`config.mk`:
```
export PLATFORM = sky130hd
export DESIGN_NAME = fbpa_addr_unit
export DESIGN_NICKNAME = d
export VERILOG_FILES = /design/src/hw/rtl/fbpa_pkg.sv /design/src/hw/rtl/fbpa_addr_unit.sv
export SDC_FILE = /design/constraint.sdc
export NUM_CORES = 1
export LEC_CHECK = 0
export ABC_AREA = 1
export BUFFER_PORTS_ARGS = -buffer_cell sky130_fd_sc_hd__buf_2
export CAP_MARGIN = 20
export CORE_MARGIN = 4
export CORE_UTILIZATION = 46
export DETAILED_ROUTE_END_ITERATION = 6
export HOLD_SLACK_MARGIN = 0.08
export PLACE_DENSITY_LB_ADDON = 0.1
export SYNTH_ARGS = -nofsm -noshare
export SYNTH_HDL_FRONTEND = slang
export SYNTH_SLANG_ARGS = --single-unit
```
`constraint.sdc`:
```
create_clock -name clock -period 5.41 [get_ports clock]
set_input_delay 0.541 -clock clock [delete_from_list [all_inputs] [get_ports clock]]
set_output_delay 0.541 -clock clock [all_outputs]
set_load 0.02 [all_outputs]
```
`src/hw/rtl/fbpa_pkg.sv`:
```
package fbpa_pkg;

   // Pool geometry.
   localparam int POOL_BLOCKS = 1024;
   localparam int IDX_W = $clog2(POOL_BLOCKS);
   localparam int LINK_W = IDX_W + 1;
   localparam logic [LINK_W-1:0] LINK_NULL = LINK_W'(POOL_BLOCKS);

   // Register widths.
   localparam int COUNT_W = 11;
   localparam int SIZE_W = 16;
   localparam int ALIGN_W = 13;
   localparam int ADDR_W = 48;
   localparam int CSR_IDX_W = 2;

   // Block stride and address product widths.
   localparam int STRIDE_W = SIZE_W + 1;
   localparam int PROD_W = IDX_W + STRIDE_W;

   // Width wide enough to compare the programmed count with the pool size.
   localparam int CMP_W = (LINK_W > COUNT_W) ? LINK_W : COUNT_W;

   // Register indexes of the configuration port.
   typedef enum logic [CSR_IDX_W-1:0] {
      CSR_BLOCK_COUNT     = 2'd0,
      CSR_BLOCK_SIZE      = 2'd1,
      CSR_BLOCK_ALIGNMENT = 2'd2,
      CSR_BASE_ADDRESS    = 2'd3
   } csr_index_type;

   // Request kinds.
   typedef enum logic [1:0] {
      KIND_ALLOC    = 2'd0,
      KIND_FREE     = 2'd1,
      KIND_FREE_ALL = 2'd2,
      KIND_NONE     = 2'd3
   } kind_type;

   // Result status codes.
   typedef enum logic [1:0] {
      STATUS_OK        = 2'd0,
      STATUS_EMPTY     = 2'd1,
      STATUS_RANGE     = 2'd2,
      STATUS_NULL_FREE = 2'd3
   } status_type;

   // Address geometry handed to the address unit.
   typedef struct packed {
      logic [SIZE_W-1:0]  block_size;
      logic [ALIGN_W-1:0] block_alignment;
      logic [ADDR_W-1:0]  base_address;
   } geom_type;

endpackage

```
`src/hw/rtl/fbpa_addr_unit.sv`:
```
module fbpa_addr_unit (
   input  logic                         clock,
   input  logic                         reset,
   input  logic                         start,
   input  logic [fbpa_pkg::IDX_W-1:0]   index,
   input  fbpa_pkg::geom_type           geom,
   output logic                         done,
   output logic [fbpa_pkg::ADDR_W-1:0]  address
);

   logic [fbpa_pkg::STRIDE_W-1:0] stride;
   logic [fbpa_pkg::PROD_W-1:0]   prod_ff;
   logic [fbpa_pkg::PROD_W-1:0]   prod_in;
   logic [fbpa_pkg::ADDR_W-1:0]   addr_ff;
   logic [fbpa_pkg::ADDR_W-1:0]   addr_in;
   logic                          v1_ff;
   logic                          v2_ff;

   // Stage one multiplies the index by the stride, stage two adds the base.
   always_comb begin
      stride = fbpa_pkg::STRIDE_W'(geom.block_size)
             + fbpa_pkg::STRIDE_W'(geom.block_alignment);
      prod_in = fbpa_pkg::PROD_W'(index) * fbpa_pkg::PROD_W'(stride);
      addr_in = geom.base_address + fbpa_pkg::ADDR_W'(prod_ff);
   end

   always_ff @(posedge clock) begin
      prod_ff <= prod_in;
      addr_ff <= addr_in;
      if (reset) begin
         v1_ff <= 1'b0;
         v2_ff <= 1'b0;
      end else begin
         v1_ff <= start;
         v2_ff <= v1_ff;
      end
   end

   assign done = v2_ff;
   assign address = addr_ff;

endmodule

```
# --- Word level (Yosys, flattened, before mapping) ---
# Cells that the tools add are included.
word_totals:
  register_bits: 77
  inputBits: 90
  output_inout_bits: 49
op_classes:
  add_sub_neg: 2
  n_mul: 1
op_table:
  columns: ["op", "n"]
  rows:
  - ["adder 48 x 27 -> 48 bit", 1]
  - ["multiplier 10 x 17 -> 27 bit", 1]
  - ["adder 16 x 13 -> 17 bit", 1]

# --- Longest topological paths before layout ---
# Gate-level depths: netlist of run 1.
logic_depth:
  word_depth: 2
  mapped_depth: 30

# --- Worst setup path before layout of run 1 ---
# Ideal clock, no wire load.
synth_timing:
  path_type: "input port to flip-flop"
  start: "input port geom[48] (netlist bit)"
  end: "register prod_ff[19] (netlist bit)"
  setup_time_ns: 0.113
  t_arrival_ns: 5.624
  path_slack_ns: -0.327
  stages: 26
  path_cell_list: "ha_1 > fa_1 > nand3_1 > nand2_2 > nand2_1 > nand2_2 > xnor2_2 > inv_1 > nand2_1 > fa_1 > inv_1 > fa_1 > fa_1 > fa_1 > inv_1 > fa_1 > inv_1 > ha_1 > a21oi_1 > inv_1 > a21oi_1 > nor2_1 > nor2_1 > nand3_1 > nand2_1 > nand2_1"
synth_via:
  elab_chain_cells: 2
synth_rtl:
  columns: ["item", "line", "source"]
  rows:
  - ["start, declared", "fbpa_addr_unit.sv:6", "input fbpa_pkg::geom_type geom,"]
  - ["adder 16 x 13 -> 17 bit", "fbpa_addr_unit.sv:22", "+ fbpa_pkg::STRIDE_W'(geom.block_alignment);"]
  - ["multiplier 10 x 17 -> 27 bit", "fbpa_addr_unit.sv:23", "prod_in = fbpa_pkg::PROD_W'(index) * fbpa_pkg::PROD_W'(stride);"]
  - ["net prod_in, one bit", "fbpa_addr_unit.sv:13", "logic [fbpa_pkg::PROD_W-1:0] prod_in;"]
  - ["end signal, assigned", "fbpa_addr_unit.sv:28", "prod_ff <= prod_in;"]
  - ["end, declared", "fbpa_addr_unit.sv:12", "logic [fbpa_pkg::PROD_W-1:0] prod_ff;"]
# The timed path passes the listed nets, and every way through them passes these cells.
# A chain may end at the register's enable or synchronous reset.

# --- Final worst setup path of run 1 ---
layout_timing:
  start: "input port geom[61] (netlist bit)"
  end: "register prod_ff[19] (netlist bit)"
# The elaborated chain is that of the path after synthesis.

==> results.json, run 1 <==
{
  "worst_slew_pin_slew_ns": 0.4871,
  "hpwlAfterDp_um": 29450,
  "cts_made_buffers": 9,
  "cts_tree": "done",
  "worstSetupPathType": "input pin to flop",
  "reg2reg_depth": 13,
  "worstHoldEndpoint": "done",
  "drtIter0Drc": 818,
  "final-hold-violation-count": 0,
  "drcViolationCount": 0,
  "fin_crit_sh": 1.017,
  "outcome": "complete, but fails checks",
  "global_route.overflow_total": 0,
  "fmaxAchievable_mhz": 181.7,
  "clk_pin_slew_ns": 0.06,
  "timing.rr.start": "prod_ff[0]",
  "max_cap_violations": 0,
  "setup.worst_path.start_class": "input pin",
  "yosys-top-cells-area": "fa_1, nand2_1, dfxtp_1, inv_1, ha_1",
  "synth_largest_type_area_fraction": 0.2135,
  "n_diodes": 0,
  "synth.avg_cell_area_um2": 6.706,
  "holdBufCountCts": 0,
  "yosys_register_bits": 77,
  "critical_path.slowest_cell": "fa_1",
  "cp_data_required_time_ns": 5.69,
  "die_width_um": 164.4,
  "cts.sinks": 77,
  "synth_nets": 1990,
  "initial_utilization": 0.4737,
  "ys_types": 46,
  "dr.pass1.iters": 5,
  "crit_path_max_incr_delay_ns": 0.51,
  "endpoint_kind": "flop",
  "post_layout_min_period_ns": 5.502,
  "grt_util_all_layers": 0.2574,
  "worst_min_delay_path_startpoint": "reset",
  "setup_slack_ns": -0.09237,
  "arrival_ns": 5.78,
  "die_area_um2": 27030,
  "clock_tree.htree_level_count": 3,
  "std_cell_rows": 56,
  "hold-path-cell-count": 2,
  "ys_async_sr_fraction": 0,
  "sequential_to_total_area_share_from_yosys_stat": 0.1370,
  "synth_ff_type": "dfxtp_1",
  "synth.cell_area_um2": 11250,
  "timing.clock.skew_ns": 0.008212,
  "clk_latency_ns": 0.35,
  "synth-edff-count": 0,
  "final_net_count": 2259,
  "timing.rr.end": "address[32]",
  "drt.antenna.violating_nets": 0,
  "pin_count_of_the_biggest_net_entering_global_routing": 18,
  "dp_slack_ns": -0.5940,
  "cts_buffer_depth": 2,
  "area_growth_syn_to_layout_pct": 31.67,
  "synthesis_warning_total": 0,
  "setup_viol": 6,
  "fill_cell_count": 2173,
  "synth_cells": 1678,
  "hp-class": "input pin to flop",
  "finalWirelength_um": 34120,
  "post_route_cells_drive_above_1_share": 0.2696,
  "total_count_of_max_transition_violations_in_the_final_report": 0,
  "antenna_violations_before_repair": 0,
  "failed_checks": "setup timing",
  "maxSlewHeadroom": 0.6749,
  "die_h_um": 164.4,
  "setup_repair_after_global_routing_missed_its_margin": "yes",
  "num_vias": 11253,
  "core_area_um2": 23750,
  "first_global_vias": 11003,
  "synth_area_leader_cell": "fa_1",
  "placement.io_buffers": 138,
  "slack_of_the_worst_reg_to_reg_path_ns": 3.22,
  "whs_ns": 0.3597,
  "detail_route.vias_per_cell": 4.957,
  "path_max_fanout": 6,
  "cts_root_buf": "clkbuf_16",
  "wl_per_cell_um": 15.03,
  "routabilityCongestion": 0.9371,
  "ioPinCount": 139,
  "grt_pass1_wl_um": 54830
}
-- worst max path at each step --
stage	start	to	slack (ns)	cells past startpoint
final	geom[61]	prod_ff[19]	-0.09	29
after global placement	geom[57]	prod_ff[21]	-0.60	24
after floorplan	geom[48]	prod_ff[21]	-0.02	26
after detailed placement	geom[51]	prod_ff[21]	-0.59	24
after CTS	geom[48]	prod_ff[19]	0.00007	23
after global routing	geom[48]	prod_ff[20]	-0.26	29
-- state kept, by name, indices dropped and copies added, names as in the netlist --
name	cells
v1_ff	1
address	48
prod_ff	27
done	1
-- synth_stat cells, types with 2 or more instances --
master / instances
nand2_2: 13
or2_1: 2
nor2_1: 184
nand4_1: 22
o21ai_1: 2
a21oi_2: 2
o31ai_1: 2
nor3_2: 2
nand3b_2: 2
nand2_4: 3
nand3_1: 120
a21o_1: 3
o21ai_0: 15
nor3_1: 7
nor2_2: 2
and3_1: 2
nor2_4: 2
ha_1: 102
and2_1: 2
a21oi_1: 44
clkbuf_1: 15
o21a_1: 6
dfxtp_1: 77
or2_2: 3
xnor2_1: 11
o21bai_1: 5
fa_1: 120
nand2_1: 486
inv_1: 364
xor2_1: 35
nand3b_4: 2
o21ai_2: 2
inv_2: 4
nand3b_1: 3
-- cell usage in the layout, fill, tap and decap left out, types with 33 or more instances in the layout --
master     n
nand2_2   34
inv_2     33
nand3_1  100
buf_2    135
xor2_1    34
ha_1      76
nand2_1  442
nor2_1   152
inv_1    330
fa_1     117
buf_4    121
dfxtp_1   77
-- critical path: cells and delay by family --
family / cells / cell delay (ns)
fa+ha+maj: 8 / 3.33
buf+inv: 6 / 0.41
simple gates: 15 / 1.47
-- layer usage --
layer,global-route usage,wire (um)
met1,0.3672,15590
met2,0.4208,15570
met3,0.03070,2234
met4,0.05974,719
met5,0,0
-- area by class of cell --
| class | count | area [um2] | area share |
|---|---|---|---|
| tap | 319 | 399.1 | 0.02694 |
| inverter | 368 | 1399 | 0.09442 |
| clock buffer | 10 | 239.0 | 0.01613 |
| multi-input combinational | 1217 | 9379 | 0.6331 |
| clock inverter | 5 | 36.28 | 0.002449 |
| timing repair buffer | 274 | 1822 | 0.1230 |
| sequential | 77 | 1541 | 0.1040 |
-- logic make-up after synthesis --
family / count (synthesis) / synth area share
and+or+nand+nor: 862 / 0.3250
xor gates and xnor gates: 48 / 0.03870
DFF: 77 / 0.1370
buffers and inverters: 384 / 0.1288
AOI/OAI and AO/OA: 85 / 0.04359
adders and majority gates: 222 / 0.3269
-- metrics by stage --
stage,cell area [um2],util,TNS [ns],cells
floorplan,11570,-,-0.03033,1678
detailed placement,13440,0.5656,-8.622,2230
global route,14820,0.6237,-2.580,2270
global placement,13440,0.5656,-7.997,2230
CTS,14270,0.6008,0,2259
finish,14820,0.6237,-0.2752,2270
-- repair_timing --
item,4_1_cts,5_1_grt
setup endpoints to repair,16,20
cloned,0,0
buffers inserted,17,12
pin swaps,68,87
hold endpoints to repair,0,0
resized for setup,105,121
Power of run 1 is not shown: default switching activity piles up to over one toggle a cycle in this logic, so the estimate is an artifact.
==> run 2: changes to the inputs <==
--- a/config.mk
+++ b/config.mk
@@ -8,6 +8,7 @@
 export ABC_AREA = 1
 export BUFFER_PORTS_ARGS = -buffer_cell sky130_fd_sc_hd__buf_2
 export CAP_MARGIN = 20
+export CORE_ASPECT_RATIO = 0.8
 export CORE_MARGIN = 4
 export CORE_UTILIZATION = 46
 export DETAILED_ROUTE_END_ITERATION = 6
==> constraint.sdc (replaced) <==
create_clock -name clock -period 6.1 [get_ports clock]
set_input_delay 0.61 -clock clock [delete_from_list [all_inputs] [get_ports clock]]
set_output_delay 0.61 -clock clock [all_outputs]
set_load 0.02 [all_outputs]
==> results.json, run 2 (synthesized netlist as in run 1, its figures left out) <==
{
  "hpwlAfterDp_um": 30330,
  "worstSetupPathType": "input pin to flop",
  "maxSlewHeadroom": 0.5019,
  "drt.antenna.violating_nets": 0,
  "grt_util_all_layers": 0.2596,
  "final-hold-violation-count": 0,
  "first_global_vias": 10669,
  "drcViolationCount": 0,
  "post_layout_min_period_ns": 5.868,
  "arrival_ns": 6.11,
  "pin_count_of_the_biggest_net_entering_global_routing": 18,
  "n_diodes": 0,
  "cts_made_buffers": 9,
  "holdBufCountCts": 0,
  "outcome": "completed",
  "detail_route.vias_per_cell": 4.907,
  "total_count_of_max_transition_violations_in_the_final_report": 0,
  "mostFrequentLayoutCell": "nand2_1",
  "clk_latency_ns": 0.36,
  "die_h_um": 147.9,
  "drtIter0Drc": 868,
  "worst_slew_pin_slew_ns": 0.7394,
  "area_growth_syn_to_layout_pct": 22.08,
  "num_vias": 10996,
  "timing.clock.skew_ns": 0.009543,
  "post_route_cells_drive_above_1_share": 0.1871,
  "initial_utilization": 0.4746,
  "global_route.overflow_total": 0,
  "fin_crit_sh": 0.9620,
  "path_max_fanout": 4,
  "cts_root_buf": "clkbuf_16",
  "mostFrequentLayoutCells": "nand2_1, inv_1, nor2_1",
  "endpoint_kind": "flop",
  "finalWirelength_um": 34630,
  "antenna_violations_before_repair": 0,
  "cts_buffer_depth": 2,
  "setup_repair_after_global_routing_missed_its_margin": "yes",
  "setup_viol": 0,
  "cts.sinks": 77,
  "setup.worst_path.start_class": "input pin",
  "final_net_count": 2236,
  "whs_ns": 0.4054,
  "core_area_um2": 23710,
  "die_width_um": 182.9,
  "placement.io_buffers": 138,
  "ioPinCount": 139,
  "fmaxAchievable_mhz": 170.4,
  "max_cap_violations": 0,
  "largest_register_ffs": 48,
  "routabilityCongestion": 0.9588,
  "finish.utilization": 0.5794,
  "wl_per_cell_um": 15.45,
  "cp_data_required_time_ns": 6.34,
  "cts_tree": "done",
  "clk_pin_slew_ns": 0.06,
  "clock_tree.htree_level_count": 3,
  "dr.pass1.iters": 5,
  "grt_pass1_wl_um": 55450,
  "std_cell_rows": 50,
  "final_layout_setup_total_negative_slack_ns": 0,
  "die_area_um2": 27040,
  "hp-class": "flop to flop"
}
run 2: critical path, cell delays in order:
cell	delay (ns)
buf_2	0.10
ha_2	0.19
fa_2	0.39
nand3_2	0.11
nand2_4	0.08
a211o_1	0.32
buf_4	0.16
nand2_2	0.10
nor2_1	0.06
fa_1	0.50
fa_1	0.52
fa_1	0.52
fa_1	0.55
inv_1	0.05
fa_1	0.53
inv_1	0.04
ha_1	0.32
nand2_1	0.08
inv_1	0.10
nand2_1	0.18
nor2_2	0.18
nand4_1	0.18
nand4_1	0.16
nand2_1	0.07
run 2: per-layer routing:
layer  GRT usage  vias up  wire length, um
met5           0        -                0
met4     0.03351        0              240
met3     0.06544       23             3450
met2      0.3584      340            13300
met1      0.4154     5067            17640
li1            -     5566                -
run 2: per-stage QoR:
stage	instances	instance area, um2	setup WS [ns]
after global placement	2221	13110	-0.3264
after CTS	2237	13440	0.02449
after floorplan	1678	11250	0.2938
final	2241	13740	0.2320
after detailed placement	2221	13110	-0.4193
after global routing	2241	13740	-0.02021
run 2: layout make-up:
class / count / area [um2]
flip-flops and latches: 77 / 1541
inverters: 368 / 1385
clock inverters: 7 / 98.84
clock buffers: 9 / 225.2
well taps: 312 / 390.4
repair buffers: 251 / 1564
fillers: 2414 / 9973
multi-input cells: 1217 / 8532
run 2: worst paths after layout:
path	start	to	slack [ns]	depth (start not counted)
setup reg to reg	prod_ff[21]	address[44]	3.82	9
setup / recovery	geom[48]	prod_ff[20]	0.23	24
hold reg to reg	v1_ff	done	0.41	2
hold / removal	v1_ff	done	0.41	2
run 2: repair_timing:
item / in CTS / in global routing
setup buffers: 0 / 4
resized for setup: 1 / 63
pin swaps: 0 / 18
endpoints found under the setup margin: 2 / 18
Power of run 2 is left out for the same reason.
==> run 3: changes to the inputs <==
--- a/config.mk
+++ b/config.mk
@@ -10,7 +10,7 @@
 export CAP_MARGIN = 20
 export CORE_ASPECT_RATIO = 0.8
 export CORE_MARGIN = 4
-export CORE_UTILIZATION = 46
+export CORE_UTILIZATION = 40
 export DETAILED_ROUTE_END_ITERATION = 6
 export HOLD_SLACK_MARGIN = 0.08
 export PLACE_DENSITY_LB_ADDON = 0.1
==> results.json, run 3 (synthesized netlist as in run 1, its figures left out) <==
{
  "timing.rr.start": "prod_ff[16]",
  "mostFrequentLayoutCell": "nand2_1",
  "std_cell_rows": 54,
  "ioPinCount": 139,
  "post_route_cells_drive_above_1_share": 0.1889,
  "placement.io_buffers": 138,
  "slack_of_the_worst_reg_to_reg_path_ns": 3.71,
  "worstSetupPathType": "input pin to flop",
  "reg2reg_depth": 10,
  "critical_path.slowest_cell": "fa_1",
  "fin_crit_sh": 0.9509,
  "cts_root_buf": "clkbuf_16",
  "largest_register_ffs": 48,
  "area_growth_syn_to_layout_pct": 23.08,
  "cts_made_buffers": 9,
  "die_h_um": 158.0,
  "total_count_of_max_transition_violations_in_the_final_report": 0,
  "setup.worst_path.start": "geom[48]",
  "crit_top_cell": "fa_1",
  "finish.utilization": 0.5036,
  "cts_buffer_depth": 2,
  "routabilityCongestion": 0.9313,
  "outcome": "completed",
  "globalRouteMet2Util": 0.3187,
  "global_route.peak_usage_layer": "met1",
  "whs_ns": 0.4215,
  "mostFrequentLayoutCells": "nand2_1, inv_1, nor2_1",
  "cts_tree": "done",
  "drtIter0Drc": 863,
  "crit_path_max_incr_delay_ns": 0.54,
  "timing.clock.skew_ns": 0.008398,
  "crit_path_end": "prod_ff[21]",
  "final-hold-violation-count": 0,
  "hpwlAfterDp_um": 31800,
  "n_diodes": 0,
  "path_max_fanout": 5,
  "endpoint_kind": "flop",
  "fmaxAchievable_mhz": 172.4,
  "finalWirelength_um": 36250,
  "cp_data_required_time_ns": 6.35,
  "grtUsageMet3": 0.05362,
  "global_route.usage.met1": 0.3903,
  "drt.antenna.violating_nets": 0,
  "die_area_um2": 30890,
  "drcViolationCount": 0,
  "maxSlewHeadroom": 0.3740,
  "global_route.overflow_total": 0,
  "initial_utilization": 0.4092,
  "timing.rr.end": "address[35]",
  "core_area_um2": 27500,
  "detail_route.vias_per_cell": 4.808,
  "max_cap_violations": 0,
  "wl_per_cell_um": 15.82,
  "clock_tree.htree_level_count": 3,
  "clk_latency_ns": 0.35,
  "num_vias": 11016,
  "clk_pin_slew_ns": 0.06,
  "dr.pass1.iters": 5,
  "arrival_ns": 6.05,
  "grt_util_all_layers": 0.2370,
  "die_width_um": 195.5,
  "fill_cell_count": 2816,
  "antenna_violations_before_repair": 0,
  "grt_pass1_wl_um": 57590,
  "worst_slew_pin_slew_ns": 0.9291,
  "setup_viol": 0,
  "post_layout_min_period_ns": 5.801,
  "final_net_count": 2234,
  "cts.sinks": 77,
  "first_global_vias": 10705,
  "hp-class": "flop to flop",
  "setup.worst_path.start_class": "input pin",
  "multi_input_comb_area_um2": 8607,
  "ff_latch_area_um2": 1541,
  "pin_count_of_the_biggest_net_entering_global_routing": 18
}
[run 3: final cells by class]
type	count	area share
Timing Repair Buffer	249	0.1121
Tap cell	364	0.03288
Clock buffer	11	0.01825
Clock inverter	5	0.004246
Inverter	368	0.09974
Multi-Input combinational cell	1217	0.6215
Sequential cell	77	0.1113
[run 3: worst min path at each step]
stage / start / end / slack, ns / cells after the start
floorplan: v1_ff / done / 0.39 / 2
CTS: reset / v1_ff / 0.42 / 2
global placement: v1_ff / done / 0.41 / 2
detailed placement: v1_ff / done / 0.40 / 2
global route: reset / v1_ff / 0.42 / 2
finish: v1_ff / done / 0.42 / 2
[run 3: what timing repair did]
| action | 4_1_cts | 5_1_grt |
|---|---|---|
| gates cloned | 0 | 0 |
| gates resized for setup | 1 | 80 |
| buffers inserted | 0 | 3 |
| hold buffers | 0 | 0 |
| pin swaps | 0 | 26 |
| hold endpoints to repair | 0 | 0 |
| setup endpoints to repair | 1 | 19 |
[run 3: critical path: cells and delay by family]
| family | cells | cell delay, ns |
|---|---|---|
| buffers and inverters | 5 | 0.45 |
| adders and majority gates | 8 | 3.50 |
| and+or+nand+nor | 11 | 1.23 |
| xor gates and xnor gates | 1 | 0.25 |
[run 3: metal layers]
| layer | part of all wire | up-vias |
|---|---|---|
| met5 | 0 | - |
| met4 | 0.0063 | 0 |
| met3 | 0.087 | 23 |
| met2 | 0.37 | 346 |
| met1 | 0.53 | 5090 |
| li1 | - | 5557 |
[run 3: per-stage QoR]
step	worst slack, ns	instance area [um2]	TNS, ns	cells
2_1_floorplan	0.2938	11250	0	1678
3_3_place_gp	-0.3715	13150	-2.842	2272
3_5_place_dp	-0.3761	13150	-3.525	2272
4_1_cts	0.01639	13480	0	2288
5_1_grt	-0.01392	13850	-0.01392	2291
6_report	0.2993	13850	0	2291
Power of run 3 is left out for the same reason.
